## config.mk

```make
export PLATFORM = sky130hd
export DESIGN_NAME = kvc_front
export DESIGN_NICKNAME = d
export VERILOG_FILES = /design/src/kvc_pkg.sv /design/src/kvc_front.sv
export SDC_FILE = /design/constraint.sdc
export NUM_CORES = 1
export LEC_CHECK = 0
export BUFFER_PORTS_ARGS = -buffer_cell sky130_fd_sc_hd__buf_4
export CAP_MARGIN = 20
export CORE_ASPECT_RATIO = 0.75
export CORE_UTILIZATION = 35
export DETAILED_ROUTE_END_ITERATION = 10
export SLEW_MARGIN = 10
export SYNTH_ARGS = -nofsm -noshare
export SYNTH_HDL_FRONTEND = slang
export SYNTH_SLANG_ARGS = --single-unit
```

## constraint.sdc

```tcl
create_clock -name clk_i -period 8.2 [get_ports clk_i]
set_input_delay 1.64 -clock clk_i [delete_from_list [all_inputs] [get_ports clk_i]]
set_output_delay 1.64 -clock clk_i [all_outputs]
set_load 0.1 [all_outputs]
```

## src/kvc_pkg.sv

```systemverilog
package kvc_pkg;

  // fixed field widths
  localparam int PORT_W  = 8;
  localparam int STAMP_W = 63;
  localparam int TMO_W   = 48;
  localparam int CMD_W   = 2;
  localparam int DATA_W  = 64;
  localparam int ADDR_W  = 4;

  // parameter defaults
  localparam int CAPACITY_DEF   = 1024;
  localparam int KEY_BITS_DEF   = 32;
  localparam int VALUE_BITS_DEF = 64;

  // register reset values
  localparam logic [PORT_W-1:0] SERVER_PORT_RST = '0;
  localparam logic [TMO_W-1:0]  TIMEOUT_RST     = 48'd1000000000;

  // register index, taken from paddr bit 3
  localparam logic REG_SERVER_PORT = 1'b0;
  localparam logic REG_TIMEOUT     = 1'b1;

  typedef enum logic [CMD_W-1:0] {
    CMD_GET = 2'd0,
    CMD_PUT = 2'd1,
    CMD_DEL = 2'd2
  } kvc_cmd_e;

  typedef enum logic [3:0] {
    ST_CLEAR = 4'b0001,
    ST_IDLE  = 4'b0010,
    ST_SWEEP = 4'b0100,
    ST_ACT   = 4'b1000
  } kvc_state_e;

  // classification made by the front
  typedef struct packed {
    logic               is_srv;
    logic               do_exp;
    logic [STAMP_W-1:0] bound;
  } kvc_cls_t;

endpackage

```

## src/kvc_front.sv

```systemverilog
module kvc_front import kvc_pkg::*; #(
  parameter int KEY_BITS   = KEY_BITS_DEF,
  parameter int VALUE_BITS = VALUE_BITS_DEF
) (
  input  logic                  clk_i,
  input  logic                  rst_ni,
  input  logic [PORT_W-1:0]     srv_port_i,
  input  logic [TMO_W-1:0]      timeout_i,
  input  logic                  in_valid_i,
  output logic                  in_stall_o,
  input  logic [PORT_W-1:0]     in_port_i,
  input  logic [STAMP_W-1:0]    now_i,
  input  logic [CMD_W-1:0]      cmd_i,
  input  logic [KEY_BITS-1:0]   key_i,
  input  logic [VALUE_BITS-1:0] value_i,
  input  logic [PORT_W-1:0]     client_port_i,
  output logic                  q_valid_o,
  input  logic                  q_pop_i,
  output logic [PORT_W-1:0]     q_port_o,
  output logic [STAMP_W-1:0]    q_now_o,
  output logic [CMD_W-1:0]      q_cmd_o,
  output logic [KEY_BITS-1:0]   q_key_o,
  output logic [VALUE_BITS-1:0] q_value_o,
  output logic [PORT_W-1:0]     q_cp_o,
  output kvc_cls_t              q_cls_o
);

  logic [PORT_W-1:0]     port_q  [2];
  logic [STAMP_W-1:0]    now_q   [2];
  logic [CMD_W-1:0]      cmd_q   [2];
  logic [KEY_BITS-1:0]   key_q   [2];
  logic [VALUE_BITS-1:0] value_q [2];
  logic [PORT_W-1:0]     cp_q    [2];
  kvc_cls_t              cls_q   [2];
  logic                  wp_q, wp_d, rp_q, rp_d;
  logic [1:0]            cnt_q, cnt_d;
  logic                  push;
  kvc_cls_t              cls;

  // classify the incoming word
  always_comb begin
    cls.is_srv = (in_port_i == srv_port_i);
    cls.do_exp = (now_i >= STAMP_W'(timeout_i));
    cls.bound  = now_i - STAMP_W'(timeout_i);
  end

  assign in_stall_o = (cnt_q == 2'd2);
  assign push       = in_valid_i && !in_stall_o;
  assign q_valid_o  = (cnt_q != 2'd0);

  // pointers and fill count
  always_comb begin
    wp_d  = wp_q ^ push;
    rp_d  = rp_q ^ q_pop_i;
    cnt_d = cnt_q + {1'b0, push} - {1'b0, q_pop_i};
  end

  always_ff @(posedge clk_i or negedge rst_ni) begin
    if (!rst_ni) begin
      wp_q  <= 1'b0;
      rp_q  <= 1'b0;
      cnt_q <= 2'd0;
    end else begin
      wp_q  <= wp_d;
      rp_q  <= rp_d;
      cnt_q <= cnt_d;
    end
  end

  // queue storage
  always_ff @(posedge clk_i) begin
    if (push) begin
      port_q[wp_q]  <= in_port_i;
      now_q[wp_q]   <= now_i;
      cmd_q[wp_q]   <= cmd_i;
      key_q[wp_q]   <= key_i;
      value_q[wp_q] <= value_i;
      cp_q[wp_q]    <= client_port_i;
      cls_q[wp_q]   <= cls;
    end
  end

  assign q_port_o  = port_q[rp_q];
  assign q_now_o   = now_q[rp_q];
  assign q_cmd_o   = cmd_q[rp_q];
  assign q_key_o   = key_q[rp_q];
  assign q_value_o = value_q[rp_q];
  assign q_cp_o    = cp_q[rp_q];
  assign q_cls_o   = cls_q[rp_q];

endmodule

```

### After elaboration in Yosys (flattened, before gate mapping)

Memories as Yosys holds them, arrays and structs flattened.
Index checks and enable logic that the tools add are counted.

| word-level totals | value |
|---|---|
| logic and storage cells | 23 |
| bits of input ports | 237 |
| output and inout port bits | 244 |
| memories kept | 7 |
| RAM bits | 484 |
| flip-flop bits (word level) | 4 |

Memories:

| name | words | width | read ports | clocked after Yosys merged registers in | write ports | RTL line | text |
|---|---|---|---|---|---|---|---|
| cls_q | 2 | 65 | 1 | 0 | 1 | kvc_front.sv:34 | `kvc_cls_t cls_q [2];` |
| value_q | 2 | 64 | 1 | 0 | 1 | kvc_front.sv:32 | `logic [VALUE_BITS-1:0] value_q [2];` |
| now_q | 2 | 63 | 1 | 0 | 1 | kvc_front.sv:29 | `logic [STAMP_W-1:0] now_q [2];` |
| key_q | 2 | 32 | 1 | 0 | 1 | kvc_front.sv:31 | `logic [KEY_BITS-1:0] key_q [2];` |
| cp_q | 2 | 8 | 1 | 0 | 1 | kvc_front.sv:33 | `logic [PORT_W-1:0] cp_q [2];` |
| port_q | 2 | 8 | 1 | 0 | 1 | kvc_front.sv:28 | `logic [PORT_W-1:0] port_q [2];` |
| +1 memories | - | - | - | - | - | - |  |

| cells by class | value |
|---|---|
| bitwise operators | 2 |
| order comparisons | 1 |
| equality and inequality tests | 2 |
| add/sub/neg operators | 3 |
| multiplexer cells | 2 |
| reductions and logical operators | 3 |

Operators with widths:

| operator | count |
|---|---|
| $ge A63 B48 Y1 | 1 |
| $sub A63 B48 Y63 | 1 |
| $eq A8 B8 Y1 | 1 |
| $add A2 B1 Y2 | 1 |
| $eq A2 B2 Y1 const B | 1 |
| $mux W1 | 2 |
| $reduce_bool A2 Y1 | 1 |
| $sub A2 B1 Y2 | 1 |
| $xor A1 B1 Y1 | 2 |
| $logic_and A1 B1 Y1 | 1 |
| $logic_not A1 Y1 | 1 |

### Logic depth before layout (Yosys ltp)

| depth | value |
|---|---|
| depth after elaboration | 5 |
| depth in mapped cells | 12 |
| mapped depth without buffers | 12 |

### Least setup slack after synthesis

Ideal clock, no wire load.

| path | value |
|---|---|
| path type | input to register |
| start point | in in_valid_i |
| end point | mem cls_q[1][0] (netlist name), enable pin |
| cell stages on the path | 3 |
| buffers on the path | 0 |
| arrival | 7.338 ns |
| slack | 0.227 ns |
| required time | 7.565 ns |
| library setup time | 0.635 ns |
| path through | nand2_1 > inv_1 > ha_1 |

| between the ends | value |
|---|---|
| word-level cells in the longest chain between the ends | 3 |

Ends and longest elaborated chain:

| element | RTL line | text |
|---|---|---|
| start, declared | kvc_front.sv:9 | `input logic in_valid_i,` |
| $logic_and A1 B1 Y1 | kvc_front.sv:48 | `assign push = in_valid_i && !in_stall_o;` |
| $mux W1 | kvc_front.sv:72 | `if (push) begin` |
| $mux W1 (not written as such) | kvc_front.sv:79 | `cls_q[wp_q] <= cls;` |
| end, declared | kvc_front.sv:34 |  |

No other way between the ends.

==> results.json <==
{
  "status": "completed",
  "yosysWarnings": 0,
  "cp_max_fo": 78,
  "slew_headroom": 0.228,
  "diodes": 0,
  "finalHoldViolCount": 0,
  "fillers": 5288,
  "cts_tree": "built",
  "routed_via_density": 4.91,
  "drt-wirelength-per-cell_um": 20.7,
  "nets": 2112,
  "gp_congestion": 0.872,
  "finalCritPeriodShare": 0.587,
  "pin_count": 481,
  "synth-seq-area-share": 0.688,
  "layout_common_cells": "edfxtp_1 (484), buf_4 (483), mux2_2 (242)",
  "r2r_cells": 5,
  "antenna_found_initial": 2,
  "hp-start": "cnt_q[1]$_DFF_PN0_",
  "grt_max_degree": 131,
  "dieArea_um2": 61800,
  "regArea_um2": 14600,
  "reg2reg_to": "value_q[0][51]$_DFFE_PP_",
  "clockBufferDepth": 3,
  "synth.ff_latch_count": 488,
  "grt_pass1_vias": 13200,
  "cts.sinks": 488,
  "drc_errors": 0,
  "synth.avg_cell_area_um2": 15.9,
  "vias": 13000,
  "crit_path_end_kind": "primary output",
  "syn-instance-count": 1342,
  "grt_pass1_wl_mm": 81.0,
  "maxCapViolCount": 0,
  "synthArstFlopShare": 0.00820,
  "finalSetupTns_ps": 0,
  "tightest_slew_ps": 1160,
  "synth_area_um2": 21300,
  "synth_top_area_cell": "edfxtp_1",
  "synth_ff_type": "edfxtp_1",
  "yosys-top-cells-area": "edfxtp_1 (68%), mux2_2 (13%), ha_1 (3.1%), xnor2_1 (1.8%), a21oi_1 (1.4%)",
  "drv_slew": 0,
  "cts_setup_buffers": 0,
  "fp.dieW_um": 287,
  "path_clk_slew_ps": 60,
  "layout_commonest_cell": "edfxtp_1",
  "rr_startpoint": "cnt_q[1]$_DFF_PN0_",
  "rsz0062_at_grt": "no",
  "io_buffers": 480,
  "ctsResizeCount": 0,
  "crit_type": "flop to primary output",
  "synth.top_cell.area_share": 0.683,
  "whs_endpoint": "cnt_q[1]$_DFF_PN0_",
  "row_count": 77,
  "grt_overflow": 0,
  "rrSetupSlack_ps": 5550,
  "min_path_type": "flop to flop",
  "min_period_ps": 4810,
  "clkLatencyLatePin_ps": 590,
  "post_route_cells_drive_above_1_share": 0.443,
  "fmax_mhz": 208,
  "synth_nets": 1632,
  "skew_ps": 11.8,
  "antenna_left": 0,
  "ctsRootBufferMaster": "clkbuf_16",
  "arrival_ps": 3170,
  "core_area_um2": 59500,
  "critPathRequiredTime_ps": 6560,
  "multi_input_area_um2": 6180,
  "startpoint_type": "flop",
  "synth_edf_count": 484,
  "drt_iter0_drc": 628,
  "synth.distinct_cells": 59,
  "htree_levels": 2,
  "cts_hold_buf": 0,
  "dpl.hpwl_mm": 38.7,
  "die_h_um": 216,
  "first_pass_iters": 5,
  "area_growth_pct": 28.9,
  "cts_buffers": 50,
  "finalSetupViolations": 0,
  "drt-total-wl_mm": 54.9,
  "grt_use_total": 0.172,
  "start_util": 0.358,
  "hold_depth": 1
}
[how the worst max path moves through the flow]
stage	start	to	slack, ps	cells after the start
floorplan	in_valid_i	cls_q[1][0]$_DFFE_PP_	230	3
global placement	timeout_i[0]	cls_q[0][58]$_DFFE_PP_	3540	12
detailed placement	now_i[0]	cls_q[1][58]$_DFFE_PP_	3480	13
CTS	rp_q$_DFF_PN0_	q_value_o[11]	3340	3
global route	rp_q$_DFF_PN0_	q_cls_o[61]	3250	3
finish	rp_q$_DFF_PN0_	q_cls_o[61]	3390	3
[layout make-up]
type / count / share of cell area
multi-input cells: 724 / 0.225
inverters: 72 / 0.00985
flip-flops and latches: 488 / 0.534
repair buffers: 486 / 0.134
well taps: 790 / 0.0360
clock inverters: 28 / 0.0136
clock buffers: 64 / 0.0475
[layer usage]
| metal | track usage | wire length [um] | vias up | share of wire |
|---|---|---|---|---|
| met1 | 0.232 | 24000 | 6456 | 0.44 |
| met3 | 0.0505 | 4380 | 67 | 0.080 |
| li1 | - | - | 6072 | - |
| met2 | 0.274 | 25600 | 429 | 0.47 |
| met4 | 0.0358 | 863 | 4 | 0.016 |
| met5 | 0 | 23 | - | 0.00042 |
[registers in the layout, summed over array words and instances (netlist names)]
| signal | count |
|---|---|
| port_q | 16 |
| cp_q | 16 |
| wp_q | 1 |
| cmd_q | 4 |
| value_q | 128 |
| rp_q | 1 |
| cls_q | 130 |
| cnt_q | 2 |
| now_q | 126 |
| key_q | 64 |
[Yosys cell counts (7+ instances only)]
cell	instances
ha_1	52
or3_1	7
o21a_1	8
nor2b_1	8
nand2_1	49
clkbuf_1	49
nor2_1	36
nand4_1	25
inv_1	72
a21o_1	20
buf_2	9
nand3_1	12
a21oi_1	59
nand2b_1	8
o21ai_0	29
o21bai_1	7
xnor2_1	43
nor3_1	11
mux2_2	242
edfxtp_1	484
xor2_1	28
[cells by family after synthesis]
logic type | Yosys count | share of synthesized area
AO/OA/AOI/OAI | 173 | 0.0554
XOR/XNOR | 71 | 0.0292
adder cells (fa/ha/maj) | 53 | 0.0315
buffers and inverters | 130 | 0.0235
flip-flops | 488 | 0.688
multiplexers | 242 | 0.128
AND/OR/NAND/NOR | 185 | 0.0449
[critical path: stages, from the launching register on]
cell     delay (ps)
dfrtp_4         840
buf_4           880
mux2_2          440
buf_4           240
[per-stage QoR]
stage | utilization | cell area (um^2) | worst slack (ps) | cells | hold slack [ps]
final | 0.461 | 27400 | 3390 | 2652 | 526
after global routing | 0.461 | 27400 | 3250 | 2652 | 564
after CTS | 0.461 | 27400 | 3340 | 2652 | 523
after detailed placement | 0.433 | 25800 | 3480 | 2560 | 510
after global placement | 0.433 | 25800 | 3540 | 2560 | 481
after floorplan | - | 21300 | 227 | 1342 | 460
Power is not shown: default switching activity piles up to over one toggle a cycle in this logic, so the estimate is an artifact.
